## config.mk

```make
export PLATFORM = sky130hd
export DESIGN_NAME = grs_cfg_regs
export DESIGN_NICKNAME = d
export VERILOG_FILES = /design/src/design/grs_pkg.sv /design/src/design/grs_cfg_regs.sv
export SDC_FILE = /design/constraint.sdc
export NUM_CORES = 1
export LEC_CHECK = 0
export BUFFER_PORTS_ARGS = -buffer_cell sky130_fd_sc_hd__buf_4
export CAP_MARGIN = 20
export CORE_AREA = 2 2 73 75
export DETAILED_ROUTE_END_ITERATION = 7
export DIE_AREA = 0 0 75 77
export PLACE_DENSITY_LB_ADDON = 0.15
export SLEW_MARGIN = 20
export SYNTH_ARGS = -nofsm -noshare
export SYNTH_HDL_FRONTEND = slang
export SYNTH_SLANG_ARGS = --single-unit
```

## constraint.sdc

```tcl
create_clock -name clk -period 1.2 [get_ports clk]
set_clock_uncertainty 0.1 [all_clocks]
set_input_delay 0 -clock clk [delete_from_list [all_inputs] [get_ports clk]]
set_output_delay 0 -clock clk [all_outputs]
set_load 0.01 [all_outputs]
```

## src/design/grs_pkg.sv

```systemverilog
// Shared types and constants for the grid relaxation smoothing block.
// Used by the config registers, controller, datapath, top level and checker.
`default_nettype none

package grs_pkg;

  // Grid geometry and number formats
  localparam int MAX_EDGE    = 128;
  localparam int HEIGHT_BITS = 32;
  localparam int IDX_BITS    = $clog2(MAX_EDGE);
  localparam int ADDR_BITS   = 2 * IDX_BITS;
  localparam int EDGE_BITS   = $clog2(MAX_EDGE + 1);

  // Fixed field widths
  localparam int KIND_BITS   = 2;
  localparam int COORD_BITS  = 7;
  localparam int IN_H_BITS   = 32;
  localparam int OUT_H_BITS  = 32;
  localparam int PASS_BITS   = 8;
  localparam int RATE_BITS   = 17;
  localparam int RATE_FRAC   = 16;
  localparam int EDGE_REG_W  = 8;
  localparam logic [RATE_BITS-1:0] RATE_ONE = RATE_BITS'(1 << RATE_FRAC);

  // Stream payload widths
  localparam int IN_TDATA_W  = 48;
  localparam int OUT_TDATA_W = 32;

  // Config port
  localparam int CFG_AW = 4;
  localparam int CFG_DW = 32;
  localparam logic [1:0] REG_PASSES = 2'd0;
  localparam logic [1:0] REG_RATE   = 2'd1;
  localparam logic [1:0] REG_EDGE   = 2'd2;

  typedef enum logic [KIND_BITS-1:0] {
    KIND_WRITE = 2'd0,
    KIND_RUN   = 2'd1,
    KIND_READ  = 2'd2
  } kind_t;

  typedef enum logic [2:0] {
    RD_HOST,
    RD_LEFT,
    RD_RIGHT,
    RD_UP,
    RD_DOWN,
    RD_CENTRE
  } rd_sel_t;

  typedef enum logic [3:0] {
    ST_IDLE,
    ST_RD_WAIT,
    ST_RD_L,
    ST_RD_R,
    ST_RD_U,
    ST_RD_D,
    ST_RD_C,
    ST_AVG,
    ST_MUL,
    ST_WR
  } state_t;

  // Effective configuration, clamped
  typedef struct packed {
    logic [PASS_BITS-1:0] passes;
    logic [RATE_BITS-1:0] rate;
    logic [EDGE_BITS-1:0] edge_eff;
  } cfg_t;

  // Controller to datapath commands
  typedef struct packed {
    rd_sel_t             rd_sel;
    logic [IDX_BITS-1:0] row;
    logic [IDX_BITS-1:0] col;
    logic                acc_ld;
    logic                acc_add;
    logic                avg_ld;
    logic                mul_ld;
    logic                cell_wr;
    logic                host_wr;
    logic                out_ld;
    logic                out_from_mem;
    logic                out_status;
  } dp_cmd_t;

endpackage

`default_nettype wire

```

## src/design/grs_cfg_regs.sv

```systemverilog
// APB-style configuration registers: passes, rate, edge in use.
// Depends on grs_pkg; drives clamped values to the controller and datapath.
`default_nettype none

module grs_cfg_regs (
  input  wire logic                      clk,
  input  wire logic                      rst_n,
  input  wire logic                      cfg_psel,
  input  wire logic                      cfg_penable,
  input  wire logic                      cfg_pwrite,
  input  wire logic [grs_pkg::CFG_AW-1:0] cfg_paddr,
  input  wire logic [grs_pkg::CFG_DW-1:0] cfg_pwdata,
  output logic      [grs_pkg::CFG_DW-1:0] cfg_prdata,
  output logic                           cfg_pready,
  output grs_pkg::cfg_t                  cfg
);
  import grs_pkg::*;

  logic [PASS_BITS-1:0]  passes_r;
  logic [RATE_BITS-1:0]  rate_r;
  logic [EDGE_REG_W-1:0] edge_r;
  logic                  wr_en;
  logic [1:0]            reg_idx;

  assign cfg_pready = 1'b1;
  assign wr_en      = cfg_psel && cfg_penable && cfg_pwrite;
  assign reg_idx    = cfg_paddr[3:2];

  always_ff @(posedge clk) begin
    if (!rst_n) begin
      passes_r <= '0;
      rate_r   <= '0;
      edge_r   <= EDGE_REG_W'(128);
    end else if (wr_en) begin
      unique case (reg_idx)
        REG_PASSES: passes_r <= cfg_pwdata[PASS_BITS-1:0];
        REG_RATE:   rate_r   <= cfg_pwdata[RATE_BITS-1:0];
        REG_EDGE:   edge_r   <= cfg_pwdata[EDGE_REG_W-1:0];
        default: ;
      endcase
    end
  end

  always_comb begin
    unique case (reg_idx)
      REG_PASSES: cfg_prdata = CFG_DW'(passes_r);
      REG_RATE:   cfg_prdata = CFG_DW'(rate_r);
      REG_EDGE:   cfg_prdata = CFG_DW'(edge_r);
      default:    cfg_prdata = '0;
    endcase
  end

  always_comb begin
    cfg.passes = passes_r;
    cfg.rate   = (rate_r > RATE_ONE) ? RATE_ONE : rate_r;
    if (32'(edge_r) > 32'(MAX_EDGE)) cfg.edge_eff = EDGE_BITS'(MAX_EDGE);
    else                             cfg.edge_eff = EDGE_BITS'(edge_r);
  end

endmodule

`default_nettype wire

```

==> metrics <==
fin cells=about 420; YS warnings=0; data arrival time at the worst-slack endpoint=1570 ps; Leak=1.31 nW; global-route wire length before repair=between 9 and 10 mm; Net Sw Frac=roughly 24%; final critical delay including setup and external delays=1670 ps; via density per instance=between 4 and 5; pre-CTS setup slack=-170 ps; Remaining DRCs=0; post-detailed-placement half-perimeter wirelength=3.75 mm; gate count after technology mapping=roughly 240; Antenna diodes=0; clock buffer count from CTS=5; Num Clock Sinks=33; Clock Pin Slew Worst Setup and Hold Paths=around 70 ps; Setup crit start kind=flop; final weighted congestion of routability-driven global placement=0.805; Die Footprint=between 0.005 and 0.006 sq mm; H-tree level count=2; Critical Path Source=rate_r[0]; reg2reg setup slack=about 300 ps; drt wl/cell=between 10 and 15 microns; unrepaired setup endpoints after global routing=yes; CTS tree=built; Power Total=2.63 mW; crit share post-route=139%; largest net degree at the start of global routing=34; depth of the worst register-to-register path=3; maximum achievable frequency=around 0.6 GHz; Vias=2028; Synth Area per Inst=8.31 sq um; minimum setup slack in the final design=-469 ps; capturing instance or port of the critical path=cfg[22]; total number of placement rows=26; Port Buffers=73; #FFs+latches synth=33; initial antenna violation count=0; Clock Power Share=41.5%; number of cells in the design after placement=~380; worst r2r dst=rate_r[16]; count of filler cells inserted in the layout=465; worst reg2reg startpoint=rate_r[16]; CP max FO=5; post-synthesis cell type count=23; initial core utilization=between 40% and 50%; detailed-router iteration count before antenna repair=4; endpoint class of the critical path=output port; die span in y=77 microns; violated checks=negative setup slack; Core Region=0.00498 sq mm; Routed WL=5.98 mm; power per unit of standard cell area=about 840 mW/mm^2; fraction of layout cells with a size suffix above 1=41.9%; global-route usage over all layers=20.6%; # Max-Cap Violations=0; clock insertion delay at the later pin of the skew report=280 ps; Root Driver=sky130_fd_sc_hd__clkbuf_8; final-report setup violation count=17; internal power summed over all cells=1.99 mW; worst supply voltage drop on vdd=0.599 mV; die outline width=75 microns; fin util=62.9%; maximum clock insertion buffer count=2; final antenna-violating net count=0; Required @ worst endpoint=between 1000 and 1500 ps; Layout Area Growth over Synthesis=56.3%; global-route congestion overflow total=0; status=finished, violations left; Worst Path Class, Setup=flop to output port; final hold violation count=0; I/O pins=107; register share of total power=approximately 43%; combinational fraction of design power=15.8%; Net Switching=0.639 mW; post-route worst hold slack=77.5 ps; share of synthesized area occupied by flip-flops and latches=33.0%; number of DRC markers in iteration 0=89; via count of the first global-routing pass=about 1800; synthesized area=between 0.002 and 0.0025 sq mm; Hold Path Class=primary input to flop; final number of max-transition violations=0; final-stage net count=386
[area by class of cell]
| type | count | area (sq um) | area share (%) |
|---|---|---|---|
| Clock buffer | 7 | 86.3 | 2.76 |
| Clock inverter | 1 | 30.0 | 0.959 |
| Inverter | 1 | 3.75 | 0.120 |
| Multi-Input combinational cell | 185 | 1240 | 39.8 |
| Sequential cell | 33 | 682 | 21.8 |
| Tap cell | 70 | 87.6 | 2.80 |
| Timing Repair Buffer | 119 | 996 | 31.8 |
[cells in the mapped netlist]
cell type	number	area share (%)
sky130_fd_sc_hd__nor4_4	4	4.2
sky130_fd_sc_hd__buf_2	10	2.5
sky130_fd_sc_hd__nand2_1	8	1.5
sky130_fd_sc_hd__buf_4	18	6.7
sky130_fd_sc_hd__dfxtp_1	33	33
sky130_fd_sc_hd__and3_1	1	0.31
sky130_fd_sc_hd__a41oi_4	1	1.4
sky130_fd_sc_hd__nand2b_1	1	0.31
sky130_fd_sc_hd__conb_1	2	0.37
sky130_fd_sc_hd__nand2b_2	1	0.44
sky130_fd_sc_hd__nor2_2	1	0.31
sky130_fd_sc_hd__clkbuf_1	9	1.7
sky130_fd_sc_hd__nor2_1	1	0.19
sky130_fd_sc_hd__o21ai_0	25	6.2
sky130_fd_sc_hd__nor2b_2	10	4.4
sky130_fd_sc_hd__and2_1	8	2.5
sky130_fd_sc_hd__o21ai_1	16	4.0
sky130_fd_sc_hd__mux2i_1	8	4.0
sky130_fd_sc_hd__nor2b_1	15	4.7
sky130_fd_sc_hd__nand3_1	35	8.7
sky130_fd_sc_hd__inv_2	1	0.19
sky130_fd_sc_hd__a21boi_1	32	12
sky130_fd_sc_hd__or2_0	1	0.31
[repair_timing]
| item | CTS | global route |
|---|---|---|
| hold endpoints to repair | 33 | 0 |
| setup endpoints to repair | 18 | 27 |
| resized for setup | 15 | 19 |
| hold buffers | 19 | 0 |
| pin swaps | 8 | 14 |
| cloned | 0 | 1 |
| buffers inserted | 0 | 6 |
[power by group through the flow]
stage,clock [mW],combinational (mW),sequential (mW)
2_1_floorplan,0,0.219,1.15
3_3_place_gp,0,0.333,1.15
3_5_place_dp,0,0.332,1.15
4_1_cts,1.10,0.385,1.12
5_1_grt,1.14,0.448,1.12
6_report,1.09,0.415,1.12
[flip-flops by register name, summed over array words and instances, names as in the netlist]
signal and count:
edge_r 8, passes_r 8, rate_r 17
[stage by stage]
step | setup TNS (ps) | instance area [sq um]
final | -4660 | 3130
after global routing | -5910 | 3130
after CTS | -4990 | 3010
after detailed placement | -1590 | 2670
after global placement | -1410 | 2670
after floorplan | 0 | 2060
[how the worst min path moves through the flow]
stage	end	cells past startpoint	slack (ps)	from
floorplan	rate_r[7]	2	40	cfg_pwdata[7]
global placement	edge_r[7]	3	170	cfg_pwdata[7]
detailed placement	edge_r[7]	3	160	cfg_pwdata[7]
CTS	passes_r[6]	4	100	cfg_paddr[3]
global route	passes_r[6]	4	110	cfg_paddr[3]
finish	passes_r[6]	4	80	cfg_paddr[3]
[cells in the final DEF (no fill, tap or decap), drive strengths merged]
cell type	n
inv	1
or2	1
dfxtp	33
mux2i	8
nand3	35
conb	16
a21boi	32
nor2	2
and2	8
nor2b	25
a41oi	2
nor4	4
bufinv	1
buf	100
o21ai	41
nand2	8
dlygate4sd3	19
and3	1
clkbuf	7
nand2b	2
[metal layers]
metal	track usage (%)	share of wire (%)	vias up
met4	5.36	0.99	0
met1	28.8	46	933
met2	31.9	47	75
li1	-	-	1014
met5	0	0	-
met3	4.20	6.2	6
[logic make-up (layout without fill, tap and decap cells)]
group | after synthesis | count (layout) | synth area share (%)
simple gates | 86 | 86 | 27.9
compound gates | 74 | 75 | 23.6
buf+inv | 38 | 128 | 11.1
flops | 33 | 33 | 33.0
mux | 8 | 8 | 4.00
other cells | 2 | 16 | 0.375
[critical path: stages, from the launching register on]
cell                      delay (ps)
sky130_fd_sc_hd__dfxtp_2         340
sky130_fd_sc_hd__nor4_4          260
sky130_fd_sc_hd__buf_4           180
sky130_fd_sc_hd__a41oi_4         200
sky130_fd_sc_hd__nor2b_2         170
sky130_fd_sc_hd__buf_4           130
Power figures use the tool's default switching activity.
