`config.mk`:
```
export PLATFORM = sky130hd
export DESIGN_NAME = grs_ctrl
export DESIGN_NICKNAME = d
export VERILOG_FILES = /design/src/design/grs_pkg.sv /design/src/design/grs_ctrl.sv
export SDC_FILE = /design/constraint.sdc
export NUM_CORES = 1
export LEC_CHECK = 0
export BUFFER_PORTS_ARGS = -buffer_cell sky130_fd_sc_hd__buf_2
export CORE_ASPECT_RATIO = 0.75
export CORE_MARGIN = 3
export CORE_UTILIZATION = 56
export DETAILED_ROUTE_END_ITERATION = 16
export PLACE_DENSITY = 0.87
export SLEW_MARGIN = 20
export SYNTH_ARGS = -nofsm -noshare
export SYNTH_HDL_FRONTEND = slang
export SYNTH_SLANG_ARGS = --single-unit
export TNS_END_PERCENT = 20
```
`constraint.sdc`:
```
create_clock -name clk -period 7.8 [get_ports clk]
set_input_delay 0.39 -clock clk [delete_from_list [all_inputs] [get_ports clk]]
set_output_delay 0.39 -clock clk [all_outputs]
set_load 0.01 [all_outputs]
```
`src/design/grs_pkg.sv`:
```
// Shared types and constants for the grid relaxation smoothing block.
// Used by the config registers, controller, datapath, top level and checker.
`default_nettype none

package grs_pkg;

  // Grid geometry and number formats
  localparam int MAX_EDGE    = 128;
  localparam int HEIGHT_BITS = 32;
  localparam int IDX_BITS    = $clog2(MAX_EDGE);
  localparam int ADDR_BITS   = 2 * IDX_BITS;
  localparam int EDGE_BITS   = $clog2(MAX_EDGE + 1);

  // Fixed field widths
  localparam int KIND_BITS   = 2;
  localparam int COORD_BITS  = 7;
  localparam int IN_H_BITS   = 32;
  localparam int OUT_H_BITS  = 32;
  localparam int PASS_BITS   = 8;
  localparam int RATE_BITS   = 17;
  localparam int RATE_FRAC   = 16;
  localparam int EDGE_REG_W  = 8;
  localparam logic [RATE_BITS-1:0] RATE_ONE = RATE_BITS'(1 << RATE_FRAC);

  // Stream payload widths
  localparam int IN_TDATA_W  = 48;
  localparam int OUT_TDATA_W = 32;

  // Config port
  localparam int CFG_AW = 4;
  localparam int CFG_DW = 32;
  localparam logic [1:0] REG_PASSES = 2'd0;
  localparam logic [1:0] REG_RATE   = 2'd1;
  localparam logic [1:0] REG_EDGE   = 2'd2;

  typedef enum logic [KIND_BITS-1:0] {
    KIND_WRITE = 2'd0,
    KIND_RUN   = 2'd1,
    KIND_READ  = 2'd2
  } kind_t;

  typedef enum logic [2:0] {
    RD_HOST,
    RD_LEFT,
    RD_RIGHT,
    RD_UP,
    RD_DOWN,
    RD_CENTRE
  } rd_sel_t;

  typedef enum logic [3:0] {
    ST_IDLE,
    ST_RD_WAIT,
    ST_RD_L,
    ST_RD_R,
    ST_RD_U,
    ST_RD_D,
    ST_RD_C,
    ST_AVG,
    ST_MUL,
    ST_WR
  } state_t;

  // Effective configuration, clamped
  typedef struct packed {
    logic [PASS_BITS-1:0] passes;
    logic [RATE_BITS-1:0] rate;
    logic [EDGE_BITS-1:0] edge_eff;
  } cfg_t;

  // Controller to datapath commands
  typedef struct packed {
    rd_sel_t             rd_sel;
    logic [IDX_BITS-1:0] row;
    logic [IDX_BITS-1:0] col;
    logic                acc_ld;
    logic                acc_add;
    logic                avg_ld;
    logic                mul_ld;
    logic                cell_wr;
    logic                host_wr;
    logic                out_ld;
    logic                out_from_mem;
    logic                out_status;
  } dp_cmd_t;

endpackage

`default_nettype wire

```
`src/design/grs_ctrl.sv`:
```
// Controller: command decode, index check and the pass/row/column walk.
// Depends on grs_pkg; drives grs_datapath through dp_cmd_t.
`default_nettype none

module grs_ctrl (
  input  wire logic                         clk,
  input  wire logic                         rst_n,
  input  wire logic                         in_tvalid,
  output logic                              in_tready,
  input  wire logic [grs_pkg::KIND_BITS-1:0]  in_kind,
  input  wire logic [grs_pkg::COORD_BITS-1:0] in_row,
  input  wire logic [grs_pkg::COORD_BITS-1:0] in_col,
  input  grs_pkg::cfg_t                     cfg,
  input  wire logic                         out_free,
  output grs_pkg::dp_cmd_t                  cmd
);
  import grs_pkg::*;

  state_t              state_r, state_nxt;
  logic [IDX_BITS-1:0] i_r, i_nxt;
  logic [IDX_BITS-1:0] j_r, j_nxt;
  logic [PASS_BITS-1:0] p_r, p_nxt;

  logic                 accept;
  logic                 idx_ok;
  logic [EDGE_BITS-1:0] last_idx;
  logic                 i_last, j_last, p_last;

  assign in_tready = (state_r == ST_IDLE) && out_free;
  assign accept    = in_tvalid && in_tready;
  assign idx_ok    = (32'(in_row) < 32'(cfg.edge_eff)) && (32'(in_col) < 32'(cfg.edge_eff));
  // interior runs 1 .. edge-2
  assign last_idx  = cfg.edge_eff - EDGE_BITS'(2);
  assign i_last    = (EDGE_BITS'(i_r) == last_idx);
  assign j_last    = (EDGE_BITS'(j_r) == last_idx);
  assign p_last    = (p_r == cfg.passes - PASS_BITS'(1));

  always_ff @(posedge clk) begin
    if (!rst_n) begin
      state_r <= ST_IDLE;
      i_r     <= '0;
      j_r     <= '0;
      p_r     <= '0;
    end else begin
      state_r <= state_nxt;
      i_r     <= i_nxt;
      j_r     <= j_nxt;
      p_r     <= p_nxt;
    end
  end

  always_comb begin
    state_nxt        = state_r;
    i_nxt            = i_r;
    j_nxt            = j_r;
    p_nxt            = p_r;
    cmd              = '0;
    cmd.rd_sel       = RD_HOST;
    cmd.row          = j_r;
    cmd.col          = i_r;

    unique case (state_r)
      ST_IDLE: begin
        cmd.row = IDX_BITS'(in_row);
        cmd.col = IDX_BITS'(in_col);
        if (accept) begin
          case (kind_t'(in_kind))
            KIND_WRITE: begin
              cmd.host_wr    = idx_ok;
              cmd.out_ld     = 1'b1;
              cmd.out_status = !idx_ok;
            end
            KIND_READ: begin
              if (idx_ok) begin
                state_nxt = ST_RD_WAIT;
              end else begin
                cmd.out_ld     = 1'b1;
                cmd.out_status = 1'b1;
              end
            end
            KIND_RUN: begin
              if (cfg.edge_eff >= EDGE_BITS'(3) && cfg.passes != '0) begin
                i_nxt     = IDX_BITS'(1);
                j_nxt     = IDX_BITS'(1);
                p_nxt     = '0;
                state_nxt = ST_RD_L;
              end else begin
                cmd.out_ld = 1'b1;
              end
            end
            default: cmd.out_ld = 1'b1;
          endcase
        end
      end
      ST_RD_WAIT: begin
        cmd.out_ld       = 1'b1;
        cmd.out_from_mem = 1'b1;
        state_nxt        = ST_IDLE;
      end
      ST_RD_L: begin
        cmd.rd_sel = RD_LEFT;
        state_nxt  = ST_RD_R;
      end
      ST_RD_R: begin
        cmd.rd_sel = RD_RIGHT;
        cmd.acc_ld = 1'b1;
        state_nxt  = ST_RD_U;
      end
      ST_RD_U: begin
        cmd.rd_sel  = RD_UP;
        cmd.acc_add = 1'b1;
        state_nxt   = ST_RD_D;
      end
      ST_RD_D: begin
        cmd.rd_sel  = RD_DOWN;
        cmd.acc_add = 1'b1;
        state_nxt   = ST_RD_C;
      end
      ST_RD_C: begin
        cmd.rd_sel  = RD_CENTRE;
        cmd.acc_add = 1'b1;
        state_nxt   = ST_AVG;
      end
      ST_AVG: begin
        cmd.avg_ld = 1'b1;
        state_nxt  = ST_MUL;
      end
      ST_MUL: begin
        cmd.mul_ld = 1'b1;
        state_nxt  = ST_WR;
      end
      ST_WR: begin
        cmd.cell_wr = 1'b1;
        state_nxt   = ST_RD_L;
        if (!i_last) begin
          i_nxt = i_r + IDX_BITS'(1);
        end else begin
          i_nxt = IDX_BITS'(1);
          if (!j_last) begin
            j_nxt = j_r + IDX_BITS'(1);
          end else begin
            j_nxt = IDX_BITS'(1);
            p_nxt = p_r + PASS_BITS'(1);
            if (p_last) begin
              cmd.out_ld = 1'b1;
              state_nxt  = ST_IDLE;
            end
          end
        end
      end
      default: state_nxt = ST_IDLE;
    endcase
  end

endmodule

`default_nettype wire

```
==> out/qor.yml <==
drv_cap: 0
grt_max_degree: 19
antenna_found_initial: 0
antennaDiodeCount: 0
hold_depth: 2
worstSetupPathType: "input pin to output port"
ys_seq_area_share_pct: 20.56
r2r-end: "j_r[4]"
layout.nets: 464
crit_required_ns: 7.41
muxShareOfSynthArea_pct: 2.916
crit_family: "simple AND/OR/NAND/NOR gates"
crit_arrival_ns: 3.16
ir_drop_v: 0.00007618
start_kind: "input pin"
pwr_density_cell_nw_per_um2: 113.9
drt-total-wl_um: 6629
syn-num-nets: 410
vias: 2594
path_max_fanout: 6
hold_violations: 0
io_buffers: 62
cts_setup_buffers: 0
path_clk_slew_ns: 0.10
insertion_delay_ns: 0.28
area_growth_pct: 15.62
fin_crit_ns: 3.547
grt_setup_unrepaired: "false"
core_um2: 4204
hpwl_um: 5297
end_kind: "output port"
synth_xor_area_share_pct: 14.04
syn_avg_cell_area_um2: 7.533
cts_tree: "done"
first_pass_iters: 4
relSlewSlack_pct: 46.89
grt_pass1_wl_um: 11010
wl_per_cell_um: 14.93
slowest_delay_ns: 0.55
status: "complete, no violations"
ys_warn_count: 0
yosys.area_share.simple_pct: 30.15
ctsHtreeMaxLevel: 1
synth_compound_area_share_pct: 16.56
async_flop_share_pct: 0
synth_ff_type: "dfxtp_1"
root_buffer: "clkbuf_8"
pin_count: 80
min_from: "rst_n"
netlist_area_um2: 2531
cts_resized: 0
skew_ns: 0.009032
fin_crit_sh_pct: 45.47
cts_num_sinks: 26
hold_buffers: 0
slew_violations: 0
viasPerCell: 5.842
grt_pass1_vias: 2468
holdPathEnd: "j_r[0]"
fp.dieArea_um2: 5371
die_x_um: 83.63
synth_cells: 336
remaining_drc_errors: 0
drt_iter0_drc: 221
numCtsBuffers: 3
r2r_start: "state_r[0]"
cp_slowest_cell: "or4_1"
r2r_slack_ns: 4.82
final_layout_size_suffix_gt1_share_pct: 20.57
synth_fa_ha_area_share_pct: 10.38
hold_class: "input pin to flip-flop"
crit_chain: "buf_2 > inv_1 > ha_1 > or3b_4 > o31a_1 > or4_1 > nor3_1 > nand4b_1 > nor2_1 > a211o_1 > buf_2"
synth-seq-cells: 26
synth-edff-count: 0
power_uw: 333.2
crit_buf_inv: 3
start_util_pct: 60.21
grt-ovfl-total: 0
fin_setup_tns_ns: 0
row_count: 20
tightest_slew_ns: 0.7937
whs_ns: 0.4597
worst_path_most_repeated_cell: "buf_2"
cts_buffer_depth: 2
gp_congestion: 0.9676
synth_top_family_by_area: "simple AND/OR/NAND/NOR gates"
drtAntennaViolNets: 0
finalSetupViolCount: 0
worst-r2r-cell-count: 6
fmax_ghz: 0.2820
grt.total_usage_pct: 24.67
power_leakage_uw: 0.001316
yosysUniqueCellTypes: 52
die_h_um: 64.23
-- layer usage --
metal / vias to the layer above / global-route usage (%) / wire [um]
met4: 0 / 6.827 / 45
met3: 8 / 5.541 / 629
met2: 101 / 40.97 / 3073
met5: - / 0 / 0
met1: 1196 / 32.24 / 2880
li1: 1289 / - / -
-- report_power, final --
group / internal, uW / switching, uW
clock: 68.8 / 45.5
combinational: 36.0 / 47.6
sequential: 134 / 1.77
total: 238 / 94.9
-- state kept, by name, summed over array words and instances (netlist names) --
| name | flops |
|---|---|
| i_r | 7 |
| j_r | 7 |
| p_r | 8 |
| state_r | 4 |
-- per-stage QoR --
step / worst slack [ns] / util [%] / cell area (um^2) / instances
detailed placement: 4.030 / 67.92 / 2855 / 440
floorplan: 4.630 / - / 2531 / 336
global placement: 4.055 / 67.92 / 2855 / 440
global route: 4.076 / 69.61 / 2927 / 444
finish: 4.253 / 69.61 / 2927 / 444
CTS: 4.305 / 69.61 / 2927 / 444
-- synth_stat cells, types with 4 or more instances --
cell type	count	area (um^2)
inv_1	18	67.56
a21oi_1	15	75.07
ha_1	21	262.8
xnor2_1	25	219.0
and2_1	9	56.30
nand4_1	8	50.05
o21a_1	5	37.54
and3_1	4	25.02
clkbuf_1	11	41.29
nand2_1	48	180.2
xor2_1	13	113.9
nand2b_1	5	31.28
dfxtp_1	26	520.5
mux2i_1	4	40.04
nand3_1	14	70.07
nor2_1	28	105.1
nor4_1	5	31.28
o21ai_0	8	40.04
nor2b_1	7	43.79
nor3_1	15	75.07
-- cell usage in the layout (no fill, tap or decap), drive strengths merged, types with 4 or more instances in the layout --
master	n
nand4	8
dfxtp	26
xnor2	25
nor2	29
ha	21
a21oi	15
nand2	48
nor2b	7
xor2	13
nand2b	5
o21ai	9
nand3	14
inv	18
and2	9
and3	4
o21a	5
mux2i	4
nor4	5
buf	63
nor3	15
-- worst register-to-register path, cell delays in order (launching register included) --
cell	delay (ns)
dfxtp_1	0.52
nand2b_1	0.20
nor2_1	0.66
or4b_1	0.74
a22oi_4	0.37
nand2b_1	0.29
nor2_1	0.09
-- kinds of logic (layout without fill, tap and decap cells) --
family / count (synthesis) / in the layout
xor gates and xnor gates: 39 / 39
adders and majority gates: 21 / 21
DFF: 26 / 26
muxes: 7 / 7
AOI/OAI and AO/OA: 56 / 56
buffers and inverters: 32 / 85
and+or+nand+nor: 155 / 155
-- final cells by class --
class	instances	area [um^2]
repair buffers	63	317.8
clock buffers	3	41.29
fillers	345	1277
multi-input cells	278	1881
flip-flops and latches	26	520.5
well taps	55	68.82
clock inverters	1	30.03
inverters	18	67.56
-- how the worst max path moves through the flow --
| stage | start | endpoint | slack (ns) | cells past startpoint |
|---|---|---|---|---|
| finish | cfg[1] | cmd[2] | 4.25 | 11 |
| global route | cfg[1] | cmd[2] | 4.08 | 11 |
| CTS | cfg[1] | cmd[2] | 4.30 | 11 |
| detailed placement | cfg[1] | j_r[4] | 4.03 | 10 |
| global placement | cfg[1] | j_r[2] | 4.05 | 10 |
| floorplan | cfg[1] | p_r[4] | 4.63 | 10 |
Power figures use the tool's default switching activity.
